[src/rtl/dfs_spf_pkg.sv]
// dfs_spf_pkg: shared types and constants for the depth-first path finder
// used by dfs_spf_scan and dfs_simple_path_finder; no other dependencies
`timescale 1ns / 1ps

package dfs_spf_pkg;

	localparam int VERTEX_W = 5;
	localparam int ROW_W    = 32;
	localparam int COUNT_W  = 6;

	// input transaction kinds
	localparam logic MODE_LOAD  = 1'b0;
	localparam logic MODE_QUERY = 1'b1;

	// result of one neighbor scan
	typedef struct packed {
		logic                hit;
		logic [VERTEX_W-1:0] vtx;
	} scan_res_t;

	typedef enum logic [5:0] {
		ST_IDLE     = 6'b000001,
		ST_SCAN     = 6'b000010,
		ST_POP_RD   = 6'b000100,
		ST_EMIT_RD  = 6'b001000,
		ST_EMIT_OUT = 6'b010000,
		ST_NONE     = 6'b100000
	} state_t;

	function automatic logic [ROW_W-1:0] vbit(input logic [VERTEX_W-1:0] v);
		return ROW_W'(1) << v;
	endfunction

endpackage

[src/rtl/dfs_spf_ram.sv]
// dfs_spf_ram: generic single-write, single-read ram with registered read data
// standalone, no package dependency
`timescale 1ns / 1ps

module dfs_spf_ram #(
	parameter int WIDTH = 32,
	parameter int DEPTH = 32
) (
	input  logic                     clk,
	input  logic                     we,
	input  logic [$clog2(DEPTH)-1:0] waddr,
	input  logic [WIDTH-1:0]         wdata,
	input  logic                     re,
	input  logic [$clog2(DEPTH)-1:0] raddr,
	output logic [WIDTH-1:0]         rdata
);

	logic [WIDTH-1:0] mem_q [DEPTH];
	logic [WIDTH-1:0] rdata_q;

	always_ff @(posedge clk) begin
		if (we) begin
			mem_q[waddr] <= wdata;
		end
		// read data holds until the next read
		if (re) begin
			rdata_q <= mem_q[raddr];
		end
	end

	assign rdata = rdata_q;

endmodule

[src/rtl/dfs_spf_scan.sv]
// dfs_spf_scan: finds the lowest unvisited in-range neighbor at or above a start position
// depends on dfs_spf_pkg
`timescale 1ns / 1ps

module dfs_spf_scan
	import dfs_spf_pkg::*;
(
	input  logic [ROW_W-1:0]   row,
	input  logic [ROW_W-1:0]   visited,
	input  logic [ROW_W-1:0]   limit,
	input  logic [COUNT_W-1:0] start,
	output scan_res_t          res
);

	logic [ROW_W-1:0] cand;

	always_comb begin
		for (int j = 0; j < ROW_W; j++) begin
			cand[j] = row[j] && !visited[j] && limit[j] && (COUNT_W'(j) >= start);
		end
	end

	// priority encoder, lowest index wins
	always_comb begin
		res.hit = |cand;
		res.vtx = '0;
		for (int j = ROW_W - 1; j >= 0; j--) begin
			if (cand[j]) begin
				res.vtx = VERTEX_W'(j);
			end
		end
	end

endmodule

[src/rtl/dfs_simple_path_finder.sv]
// dfs_simple_path_finder: depth-first simple path search over a directed graph
// Input channel (in_valid/in_ready): mode 0 stores row_bits as the adjacency row of
// row_index, no result. Mode 1 runs a query from source to target.
// A query returns the path vertices in order from the source on the output channel
// (out_valid/out_ready), found high, last on the final one; with no path, or with
// source or target outside vertex_count, it returns one result: vertex 0, found 0, last 1.
// cfg_valid/cfg_ready/cfg_data writes vertex_count; write it only while idle.
// One priority encoder handles the stack steps; a pop costs a stack read plus an
// adjacency read, each memory having one read port.
// in_ready is low from query accept until its last result is in the output register.
// The output register holds a result while out_ready is low; the search stalls on it.
// Reset: vertex_count returns to 32, control clears; adjacency rows must be loaded
// before a query reaches them.
// depends on dfs_spf_pkg, dfs_spf_ram, dfs_spf_scan
`timescale 1ns / 1ps

module dfs_simple_path_finder
	import dfs_spf_pkg::*;
#(
	parameter int MAX_VERTICES = 32
) (
	input  logic                clk,
	input  logic                arst_n,
	input  logic                cfg_valid,
	output logic                cfg_ready,
	input  logic [COUNT_W-1:0]  cfg_data,
	input  logic                in_valid,
	output logic                in_ready,
	input  logic                mode,
	input  logic [VERTEX_W-1:0] row_index,
	input  logic [ROW_W-1:0]    row_bits,
	input  logic [VERTEX_W-1:0] source,
	input  logic [VERTEX_W-1:0] target,
	output logic                out_valid,
	input  logic                out_ready,
	output logic [VERTEX_W-1:0] vertex,
	output logic                found,
	output logic                last
);

	localparam int ROWS = (MAX_VERTICES < ROW_W) ? MAX_VERTICES : ROW_W;
	localparam int RAW  = $clog2(ROWS);
	localparam int SAW  = $clog2(MAX_VERTICES);
	localparam int DW   = $clog2(MAX_VERTICES + 1);

	state_t              state_q, state_d;
	logic [COUNT_W-1:0]  vcount_q;
	logic [VERTEX_W-1:0] tgt_q, tgt_d;
	logic [VERTEX_W-1:0] u_q, u_d;
	logic [COUNT_W-1:0]  start_q, start_d;
	logic [DW-1:0]       depth_q, depth_d;
	logic [DW-1:0]       emit_q, emit_d;
	logic [ROW_W-1:0]    visited_q, visited_d;

	logic                out_valid_q;
	logic [VERTEX_W-1:0] vertex_q;
	logic                found_q;
	logic                last_q;
	logic                out_load;
	logic [VERTEX_W-1:0] out_vertex;
	logic                out_found;
	logic                out_last;
	logic                out_free;

	logic [ROW_W-1:0]    limit;
	scan_res_t           scan;

	logic                adj_we;
	logic                adj_re;
	logic [RAW-1:0]      adj_raddr;
	logic [ROW_W-1:0]    adj_rdata;
	logic                stk_we;
	logic [SAW-1:0]      stk_waddr;
	logic [VERTEX_W-1:0] stk_wdata;
	logic                stk_re;
	logic [SAW-1:0]      stk_raddr;
	logic [VERTEX_W-1:0] stk_rdata;
	logic [DW-1:0]       depth_m1;
	logic [DW-1:0]       depth_m2;
	logic [DW-1:0]       emit_nx;

	assign cfg_ready = 1'b1;
	assign in_ready  = (state_q == ST_IDLE);
	assign out_free  = !out_valid_q || out_ready;
	assign depth_m1  = depth_q - DW'(1);
	assign depth_m2  = depth_q - DW'(2);
	assign emit_nx   = emit_q + DW'(1);

	// vertices below both the register value and the storage size
	always_comb begin
		for (int j = 0; j < ROW_W; j++) begin
			limit[j] = (COUNT_W'(j) < vcount_q) && (j < MAX_VERTICES);
		end
	end

	assign adj_we = in_valid && in_ready && (mode == MODE_LOAD)
		&& ({1'b0, row_index} < COUNT_W'(ROWS));

	dfs_spf_ram #(
		.WIDTH(ROW_W),
		.DEPTH(ROWS)
	) u_adj_ram (
		.clk  (clk),
		.we   (adj_we),
		.waddr(row_index[RAW-1:0]),
		.wdata(row_bits),
		.re   (adj_re),
		.raddr(adj_raddr),
		.rdata(adj_rdata)
	);

	dfs_spf_ram #(
		.WIDTH(VERTEX_W),
		.DEPTH(MAX_VERTICES)
	) u_stack_ram (
		.clk  (clk),
		.we   (stk_we),
		.waddr(stk_waddr),
		.wdata(stk_wdata),
		.re   (stk_re),
		.raddr(stk_raddr),
		.rdata(stk_rdata)
	);

	dfs_spf_scan u_scan (
		.row    (adj_rdata),
		.visited(visited_q),
		.limit  (limit),
		.start  (start_q),
		.res    (scan)
	);

	always_comb begin
		state_d    = state_q;
		tgt_d      = tgt_q;
		u_d        = u_q;
		start_d    = start_q;
		depth_d    = depth_q;
		emit_d     = emit_q;
		visited_d  = visited_q;
		adj_re     = 1'b0;
		adj_raddr  = u_q[RAW-1:0];
		stk_we     = 1'b0;
		stk_waddr  = depth_q[SAW-1:0];
		stk_wdata  = scan.vtx;
		stk_re     = 1'b0;
		stk_raddr  = emit_q[SAW-1:0];
		out_load   = 1'b0;
		out_vertex = '0;
		out_found  = 1'b0;
		out_last   = 1'b1;
		unique case (state_q)
			ST_IDLE: begin
				if (in_valid && (mode == MODE_QUERY)) begin
					tgt_d     = target;
					depth_d   = '0;
					visited_d = '0;
					if (!limit[source] || !limit[target]) begin
						state_d = ST_NONE;
					end else begin
						stk_we    = 1'b1;
						stk_waddr = '0;
						stk_wdata = source;
						depth_d   = DW'(1);
						visited_d = vbit(source);
						u_d       = source;
						start_d   = '0;
						if (source == target) begin
							emit_d  = '0;
							state_d = ST_EMIT_RD;
						end else begin
							adj_re    = 1'b1;
							adj_raddr = source[RAW-1:0];
							state_d   = ST_SCAN;
						end
					end
				end
			end
			ST_SCAN: begin
				if (scan.hit && (depth_q < DW'(MAX_VERTICES))) begin
					// push the neighbor
					stk_we    = 1'b1;
					depth_d   = depth_q + DW'(1);
					visited_d = visited_q | vbit(scan.vtx);
					u_d       = scan.vtx;
					start_d   = '0;
					if (scan.vtx == tgt_q) begin
						emit_d  = '0;
						state_d = ST_EMIT_RD;
					end else begin
						adj_re    = 1'b1;
						adj_raddr = scan.vtx[RAW-1:0];
					end
				end else begin
					// pop, parent resumes after this vertex
					depth_d = depth_m1;
					start_d = {1'b0, u_q} + COUNT_W'(1);
					if (depth_q == DW'(1)) begin
						state_d = ST_NONE;
					end else begin
						stk_re    = 1'b1;
						stk_raddr = depth_m2[SAW-1:0];
						state_d   = ST_POP_RD;
					end
				end
			end
			ST_POP_RD: begin
				u_d       = stk_rdata;
				adj_re    = 1'b1;
				adj_raddr = stk_rdata[RAW-1:0];
				state_d   = ST_SCAN;
			end
			ST_EMIT_RD: begin
				stk_re    = 1'b1;
				stk_raddr = emit_q[SAW-1:0];
				state_d   = ST_EMIT_OUT;
			end
			ST_EMIT_OUT: begin
				if (out_free) begin
					out_load   = 1'b1;
					out_vertex = stk_rdata;
					out_found  = 1'b1;
					out_last   = (emit_nx == depth_q);
					emit_d     = emit_nx;
					state_d    = (emit_nx == depth_q) ? ST_IDLE : ST_EMIT_RD;
				end
			end
			ST_NONE: begin
				if (out_free) begin
					out_load = 1'b1;
					state_d  = ST_IDLE;
				end
			end
			default: begin
				state_d = ST_IDLE;
			end
		endcase
	end

	always_ff @(posedge clk or negedge arst_n) begin
		if (!arst_n) begin
			state_q     <= ST_IDLE;
			vcount_q    <= COUNT_W'(32);
			depth_q     <= '0;
			emit_q      <= '0;
			visited_q   <= '0;
			out_valid_q <= 1'b0;
		end else begin
			state_q   <= state_d;
			depth_q   <= depth_d;
			emit_q    <= emit_d;
			visited_q <= visited_d;
			if (cfg_valid && cfg_ready) begin
				vcount_q <= cfg_data;
			end
			if (out_load) begin
				out_valid_q <= 1'b1;
			end else if (out_ready) begin
				out_valid_q <= 1'b0;
			end
		end
	end

	always_ff @(posedge clk) begin
		tgt_q   <= tgt_d;
		u_q     <= u_d;
		start_q <= start_d;
		if (out_load) begin
			vertex_q <= out_vertex;
			found_q  <= out_found;
			last_q   <= out_last;
		end
	end

	assign out_valid = out_valid_q;
	assign vertex    = vertex_q;
	assign found     = found_q;
	assign last      = last_q;

`ifndef NO_ASSERTIONS
	a_depth_bound: assert property (@(posedge clk) disable iff (!arst_n)
		depth_q <= DW'(MAX_VERTICES))
		else $error("stack depth beyond capacity");

	a_nopath_form: assert property (@(posedge clk) disable iff (!arst_n)
		out_valid && !found |-> (vertex == '0) && last)
		else $error("no-path result malformed");

	a_top_visited: assert property (@(posedge clk) disable iff (!arst_n)
		state_q == ST_SCAN |-> visited_q[u_q])
		else $error("top of stack not marked visited");

	a_query_busy: assert property (@(posedge clk) disable iff (!arst_n)
		in_valid && in_ready && (mode == MODE_QUERY) |=> !in_ready)
		else $error("ready while query in progress");
`endif

endmodule
[config.mk]
export PLATFORM = sky130hd
export DESIGN_NAME = dfs_simple_path_finder
export DESIGN_NICKNAME = d
export VERILOG_FILES = /design/src/rtl/dfs_spf_pkg.sv /design/src/rtl/dfs_spf_ram.sv /design/src/rtl/dfs_spf_scan.sv /design/src/rtl/dfs_simple_path_finder.sv
export SDC_FILE = /design/constraint.sdc
export NUM_CORES = 2
export LEC_CHECK = 0
export BUFFER_PORTS_ARGS = -buffer_cell sky130_fd_sc_hd__buf_2
export CAP_MARGIN = 5
export CORE_UTILIZATION = 45
export CTS_CLUSTER_DIAMETER = 30
export DETAILED_ROUTE_END_ITERATION = 16
export GPL_TIMING_DRIVEN = 0
export PLACE_DENSITY = 0.6
export SETUP_SLACK_MARGIN = 0.02
export SKIP_LAST_GASP = 1
export SLEW_MARGIN = 15
export SYNTH_ARGS = -nofsm -noshare
export SYNTH_HDL_FRONTEND = slang
export SYNTH_HIERARCHICAL = 1
export SYNTH_SLANG_ARGS = --single-unit
[constraint.sdc]
create_clock -name clk -period 4.5 [get_ports clk]
set_clock_uncertainty 0.1 [all_clocks]
set_input_delay 0 -clock clk [delete_from_list [all_inputs] [get_ports clk]]
set_output_delay 0 -clock clk [all_outputs]
set_load 0.05 [all_outputs]
=== Yosys cells after proc, flatten, opt, wreduce, memory -nomap -nowiden ===
Memory sizes are Yosys's and may differ from the RTL's. A register that Yosys moved wholly into a read port is not among the register bits.
Cells that the tools add are included.

* Output and inout bits: 10
* Memories: 2
* Memory bits (writable): 1184
* Word-level logic and storage cells: 364
* Register bits after elaboration: 80

* Reductions and logical operators: 151
* $add $sub $neg: 5
* Bitwise operators: 2
* Shifts and indexed selects: 2
* Equality and inequality tests: 18
* $lt $le $gt $ge: 67
* Mux-type cells: 105

{| class="wikitable"
|+ Memories
! name !! depth !! width !! rd ports !! clocked after memory_dff !! write ports !! RTL line !! text
|-
| u_adj_ram.mem_q || 32 || 32 || 1 || 1 || 1 || dfs_spf_ram.sv:18 || <nowiki>logic [WIDTH-1:0] mem_q [DEPTH];</nowiki>
|-
| u_stack_ram.mem_q || 32 || 5 || 1 || 1 || 1 || dfs_spf_ram.sv:18 ||
|}

{| class="wikitable"
|+ Operator list
! kind !! count
|-
| 5-bit two-way mux || 49
|-
| 6-bit two-way mux || 18
|-
| 1-bit logical AND || 100
|-
| 5-bit by 6-bit greater-or-equal comparator with 1-bit output, first input constant || 16
|-
| 5-bit by 6-bit less-than comparator with 1-bit output, first input constant || 16
|-
| 32-bit two-way mux || 3
|-
| 32-bit case mux with 2 select lines || 1
|-
| 1-bit by 5-bit << shifter with 32-bit output, first input constant || 2
|-
| 4-bit by 6-bit greater-or-equal comparator with 1-bit output, first input constant || 8
|-
| 4-bit by 6-bit less-than comparator with 1-bit output, first input constant || 8
|-
| 6-bit case mux with 6 select lines || 1
|-
| 1-bit logical NOT || 35
|-
| 32-bit bitwise OR || 1
|-
| 32-bit OR reduction || 1
|-
| 5-bit case mux with 3 select lines || 2
|-
| 3-bit by 6-bit greater-or-equal comparator with 1-bit output, first input constant || 4
|-
| 3-bit by 6-bit less-than comparator with 1-bit output, first input constant || 4
|-
| 6-bit case mux with 2 select lines || 2
|-
| 1-bit two-way mux || 21
|-
| 6-bit case mux with 3 select lines || 1
|-
| 6-bit by 1-bit adder with 6-bit output, second input constant || 2
|-
| 6-bit by 1-bit == test with 1-bit output, second input constant || 2
|-
| 1-bit by 6-bit greater-or-equal comparator with 1-bit output, first input constant || 2
|-
| 2-bit by 6-bit greater-or-equal comparator with 1-bit output, first input constant || 2
|-
| 30 further kinds || 49
|}

=== Depth between registers and ports, before layout ===
* Depth after elaboration: 40
* Mapped depth: 28
* Gate-level depth less buffers: 22

=== Hierarchy ===
Netlist, hierarchy kept.

{| class="wikitable"
|+ Modules (own cells, without submodules)
! module !! seq. area each (um2) !! times used !! area each (um2) !! cells each
|-
| dfs_spf_ram at u_adj_ram || 31710.4 || 1 || 40812.9 || 2260
|-
| dfs_spf_ram at u_stack_ram || 4954.8 || 1 || 6394.9 || 277
|-
| dfs_simple_path_finder || 2119.5 || 1 || 5586.6 || 668
|-
| dfs_spf_scan || 0.0 || 1 || 1301.2 || 198
|}

=== Worst setup path after synthesis ===
No wires, ideal clock.

* Path type: register to register
* From: reg vcount_q[1]
* To: reg u_stack_ram.rdata_q[0] (netlist: u_stack_ram/rdata[0]), read port of u_stack_ram.mem_q (data pin)
* Period minus slack after synthesis: 4.997 ns
* Library setup time: 0.260 ns
* Arrival: 4.638 ns
* Cell stages (with the launch flop): 22
* Data required time: 4.140 ns
* Path slack: -0.497 ns
* Path through: dfrtp_1 > buf_4 > buf_6 > and2_1 > a21oi_1 > o21ai_0 > nand3b_1 > a2111oi_1 > o311ai_2 > nand2_1 > nor3_1 > nand4_1 > nand2b_1 > clkbuf_1 > nand2_1 > nor2_2 > mux2_2 > clkbuf_1 > buf_2 > mux4_2 > mux4_2 > mux2_2

{| class="wikitable"
|+ RTL lines
! item !! RTL line !! text
|-
| from (decl) || dfs_simple_path_finder.sv:47 || <nowiki>logic [COUNT_W-1:0] vcount_q;</nowiki>
|-
| from (signal assigned) || dfs_simple_path_finder.sv:254 || <nowiki>vcount_q <= cfg_data;</nowiki>
|-
| to (decl) || dfs_spf_ram.sv:19 || <nowiki>logic [WIDTH-1:0] rdata_q;</nowiki>
|}

==> insert_results.sql <==
INSERT INTO impl_metrics (metric_group, metric, value, unit) VALUES
('hold_path', 'worst_min_delay_path_class', 'in -> async', ''),
('routing', 'routed_via_density', '5.697', ''),
('routing', 'drt-initial-drc-count', '2860', ''),
('power', 'p_switching', '0.01259', 'W'),
('logic_synthesis', 'synth_area_per_inst', '15.90', 'µm²'),
('power', 'power.share.sequential', '0.307', ''),
('timing', 'report.final.slew_viol_count', '0', ''),
('floorplan', 'pin_count', '69', ''),
('cts', 'insertion_delay', '890', 'ps'),
('global_route', 'grt_use_met2', '0.3959', ''),
('place', 'post-place-ws', '-3189', 'ps'),
('place', 'placed_cell_area', '57560', 'µm²'),
('logic_synthesis', 'seq_area_frac_synth', '0.7170', ''),
('logic_synthesis', 'ys_dominant_reg_cell', 'sky130_fd_sc_hd__edfxtp_1', ''),
('global_route', 'maximum_number_of_pins_on_one_net_before_global_route_repair', '37', ''),
('logic_synthesis', 'asyncSetResetFlopFracSynth', '0.04381', ''),
('cts', 'clk_path_buf_depth', '4', ''),
('cells_and_area', 'utilization', '0.6047', ''),
('cts', 'cts_buffers', '294', ''),
('logic_synthesis', 'synthesis.area', '54100', 'µm²'),
('logic_synthesis', 'yosys.area.top_type', 'sky130_fd_sc_hd__edfxtp_1', ''),
('logic_synthesis', 'yosys_register_bits', '1301', ''),
('run_status', 'status', 'finished, violations left', ''),
('cells_and_area', 'nets', '4062', ''),
('power', 'comb_power_share', '0.222', ''),
('cells_and_area', 'area_delta_synth_final', '32.53', '%'),
('run_status', 'violations', 'setup timing', ''),
('floorplan', 'dieArea', '121600', 'µm²'),
('global_route', 'grt_util_all_layers', '0.2365', ''),
('routing', 'routed_wl', '146.6', 'mm'),
('routing', 'route.antenna.remaining_nets', '0', ''),
('cts', 'path_clk_slew', '50', 'ps'),
('cells_and_area', 'final_cell_area', '71690', 'µm²'),
('timing', 'layout_worst_path_cycle_share', '1.284', ''),
('cells_and_area', 'n_antenna_cell', '0', ''),
('critical_path', 'worst_path_most_repeated_cell', 'sky130_fd_sc_hd__buf_4', ''),
('logic_synthesis', 'top_cells_by_area_in_the_synthesized_netlist', 'sky130_fd_sc_hd__edfxtp_1 69%, sky130_fd_sc_hd__mux2i_1 9.5%, sky130_fd_sc_hd__dfrtp_1 2.5%', ''),
('critical_path', 'crit_path_buffers_inverters', '8', ''),
('floorplan', 'core_area', '118600', 'µm²'),
('cells_and_area', 'drive_gt1_frac', '0.2771', ''),
('logic_synthesis', 'synth_top_cell_area_share', '0.6906', ''),
('logic_synthesis', 'synth_edf_count', '1244', ''),
('timing', 'timing.slew.headroom', '0.1951', ''),
('critical_path', 'maximum_fanout_encountered_on_the_critical_timing_path', '10', ''),
('power', 'p_per_area', '627.0', 'nW/µm²'),
('timing', 'final.setup.worst_slack', '-1276', 'ps'),
('critical_path', 'rr_worst_depth', '27', ''),
('global_route', 'global_route.usage.met1', '0.3105', ''),
('logic_synthesis', 'yosysUniqueCellTypes', '110', ''),
('power', 'cellInternalPower', '0.03236', 'W'),
('timing', 'max_freq', '0.1731', 'GHz'),
('timing', 'hold_ws', '63.38', 'ps'),
('global_route', 'gr-total-overflow', '0', ''),
('routing', 'first_pass_iters', '6', ''),
('timing', 'setup_violations', '37', ''),
('critical_path', 'critical_path_required', '4930', 'ps'),
('cts', 'cts_htree_levels', '5', ''),
('critical_path', 'regToRegSetupSlack', '-1280', 'ps'),
('global_route', 'grt_met3_use', '0.04162', ''),
('critical_path', 'cpPeakStageDelay', '460', 'ps'),
('global_route', 'global_route_wire_length_before_repair', '212.7', 'mm'),
('critical_path', 'critPathLaunchType', 'register', ''),
('cts', 'clock_tree.root_cell', 'sky130_fd_sc_hd__clkbuf_16', ''),
('timing', 'max_slew.worst_pin.slew', '1207', 'ps'),
('power', 'p_sw_frac', '0.2800', ''),
('critical_path', 'critPathSlowestCell', 'sky130_fd_sc_hd__clkbuf_2', ''),
('cts', 'clkSinkCount', '1301', ''),
('place', 'place_congestion', '0.9224', ''),
('global_route', 'antenna_found_initial', '2', ''),
('power', 'power.total', '0.04495', 'W'),
('power', 'power.static_leakage', '25.57', 'nW');
-- sequential cells by signal (all words and copies together) (netlist names), 6 cells and up --
name	flops
visited_q	32
state_q	6
u_adj_ram/mem_q	1024
u_stack_ram/mem_q	160
vcount_q	6
depth_q	6
u_adj_ram/rdata	32
emit_q	6
start_q	6
-- per-stage QoR --
stage / setup TNS [ps] / instances
CTS: -47160 / 5762
detailed placement: -182940 / 5104
finish: -41890 / 5812
floorplan: -121.6 / 3403
global placement: -2420650 / 5069
global route: -49640 / 5812
-- final cells by class --
class,instances,area (µm²)
fillers,8738,46860
plain buffers,194,1832
flip-flops and latches,1301,38790
repair buffers,301,3304
inverters,31,116.4
clock inverters,179,2133
clock buffers,334,7717
multi-input cells,1872,15800
well taps,1600,2002
-- layer usage --
layer  wire [µm]  vias to the layer above  part of all wire
li1            -                    14712                 -
met3        9545                      332             0.065
met2       72670                     1268              0.50
met1       60320                    16797              0.41
met4        4066                        2             0.028
met5          13                        -          0.000089
-- cells by family (layout without fill, tap and decap cells) --
kind of cell             after synthesis  in the layout  synth area share
AO/OA/AOI/OAI                        561            561           0.07126
XOR/XNOR                              27             27          0.004372
adder cells (fa/ha/maj)                8              8          0.001850
buffers and inverters                230           1039           0.02350
flip-flops                          1301           1301            0.7170
multiplexers                         577            577            0.1186
other                                  1              1        0.00006932
AND/OR/NAND/NOR                      698            698           0.06335
-- power groups by stage --
stage | Clock (W) | Sequential [W] | Combinational, W
floorplan | 0 | 0.0140 | 0.00478
global placement | 0 | 0.0140 | 0.00750
detailed placement | 0 | 0.0140 | 0.00757
CTS | 0.0214 | 0.0138 | 0.00930
global route | 0.0220 | 0.0138 | 0.0105
finish | 0.0212 | 0.0138 | 0.0100
-- timing repair --
item                       in CTS  in global routing
hold endpoints to repair     1447                  0
gates resized for setup       342                154
hold buffers                   88                  0
setup endpoints to repair     249                230
setup buffers                  48                 44
pin swaps                      93                 73
gates cloned                   11                 12
-- synth_stat cells, types with 4 or more instances --
cell,instances
sky130_fd_sc_hd__edfxtp_1,1244
sky130_fd_sc_hd__mux2i_1,514
sky130_fd_sc_hd__nand2_1,204
sky130_fd_sc_hd__nor2_1,152
sky130_fd_sc_hd__a21oi_1,138
sky130_fd_sc_hd__nand3_1,127
sky130_fd_sc_hd__a22oi_1,109
sky130_fd_sc_hd__o21ai_0,82
sky130_fd_sc_hd__clkbuf_1,79
sky130_fd_sc_hd__nor3_1,65
sky130_fd_sc_hd__a22o_1,64
sky130_fd_sc_hd__dfrtp_1,55
sky130_fd_sc_hd__mux4_2,50
sky130_fd_sc_hd__a31oi_1,45
sky130_fd_sc_hd__buf_2,43
sky130_fd_sc_hd__buf_4,42
sky130_fd_sc_hd__inv_1,30
sky130_fd_sc_hd__nand3b_1,29
sky130_fd_sc_hd__buf_6,25
sky130_fd_sc_hd__nand2b_1,19
sky130_fd_sc_hd__o211ai_1,15
sky130_fd_sc_hd__xnor2_1,14
sky130_fd_sc_hd__mux2_2,13
sky130_fd_sc_hd__o21a_1,13
sky130_fd_sc_hd__o31ai_1,13
sky130_fd_sc_hd__xor2_1,13
sky130_fd_sc_hd__nor2b_1,12
sky130_fd_sc_hd__and3_1,11
sky130_fd_sc_hd__o22ai_1,11
sky130_fd_sc_hd__or3_1,11
sky130_fd_sc_hd__ha_1,8
sky130_fd_sc_hd__nand4_1,8
sky130_fd_sc_hd__or3b_2,8
sky130_fd_sc_hd__buf_1,7
sky130_fd_sc_hd__o21ai_1,7
sky130_fd_sc_hd__a211oi_1,6
sky130_fd_sc_hd__nor4_1,5
sky130_fd_sc_hd__and2_1,4
sky130_fd_sc_hd__nor3b_1,4
sky130_fd_sc_hd__o22ai_2,4
sky130_fd_sc_hd__o32ai_1,4
sky130_fd_sc_hd__o41ai_1,4
-- worst reg2reg max path: cells and delay by family, from the launching register on --
kind                   cells  cell delay (ps)
flip-flops                 1              420
AO/OA/AOI/OAI              5              930
AND/OR/NAND/NOR           13             2170
buffers and inverters      8             1750
XOR/XNOR                   1              120
-- placed cells by master, fill, tap and decap left out, types with 14 or more instances in the layout --
cell type                       Yosys  final
sky130_fd_sc_hd__clkbuf_1          79     67
sky130_fd_sc_hd__buf_2             43     94
sky130_fd_sc_hd__nand3b_1          29     29
sky130_fd_sc_hd__clkinv_4           0     17
sky130_fd_sc_hd__nand2b_1          19     19
sky130_fd_sc_hd__nand3_1          127     78
sky130_fd_sc_hd__nand2_1          204    198
sky130_fd_sc_hd__clkbuf_16          0    314
sky130_fd_sc_hd__o21ai_0           82     69
sky130_fd_sc_hd__nor3_2             2     32
sky130_fd_sc_hd__mux4_2            50     50
sky130_fd_sc_hd__a22o_1            64     64
sky130_fd_sc_hd__a22oi_1          109    105
sky130_fd_sc_hd__clkbuf_2           1     30
sky130_fd_sc_hd__inv_1             30     29
sky130_fd_sc_hd__xnor2_1           14     14
sky130_fd_sc_hd__o211ai_1          15     15
sky130_fd_sc_hd__nor2_4             1     43
sky130_fd_sc_hd__mux2i_1          514    492
sky130_fd_sc_hd__buf_6             25     25
sky130_fd_sc_hd__dlygate4sd3_1      0     87
sky130_fd_sc_hd__nand3_2            1     41
sky130_fd_sc_hd__clkinv_1           1     37
sky130_fd_sc_hd__buf_8              0     18
sky130_fd_sc_hd__clkinvlp_4         0     24
sky130_fd_sc_hd__nor2_2             2     16
sky130_fd_sc_hd__bufinv_16          0     43
sky130_fd_sc_hd__a21oi_1          138    131
sky130_fd_sc_hd__buf_16             0     18
sky130_fd_sc_hd__a31oi_4            0     30
sky130_fd_sc_hd__clkinv_2           0     43
sky130_fd_sc_hd__edfxtp_1        1244   1244
sky130_fd_sc_hd__buf_12             0     68
sky130_fd_sc_hd__buf_4             42     91
sky130_fd_sc_hd__mux2i_2            0     20
sky130_fd_sc_hd__dfrtp_1           55     54
sky130_fd_sc_hd__nor2_1           152     96
sky130_fd_sc_hd__nor3_1            65     30
-- how the worst max path moves through the flow --
stage               cells past startpoint  slack, ps                    to
finish                                 27      -1280    u_adj_ram/rdata[7]
global route                           27      -1530   u_adj_ram/rdata[16]
CTS                                    27      -1420   u_adj_ram/rdata[27]
detailed placement                     24      -3190   u_adj_ram/rdata[25]
global placement                       24      -3090   u_adj_ram/rdata[25]
floorplan                              21        -20  u_stack_ram/rdata[0]
(Power assumes the default switching activity.)
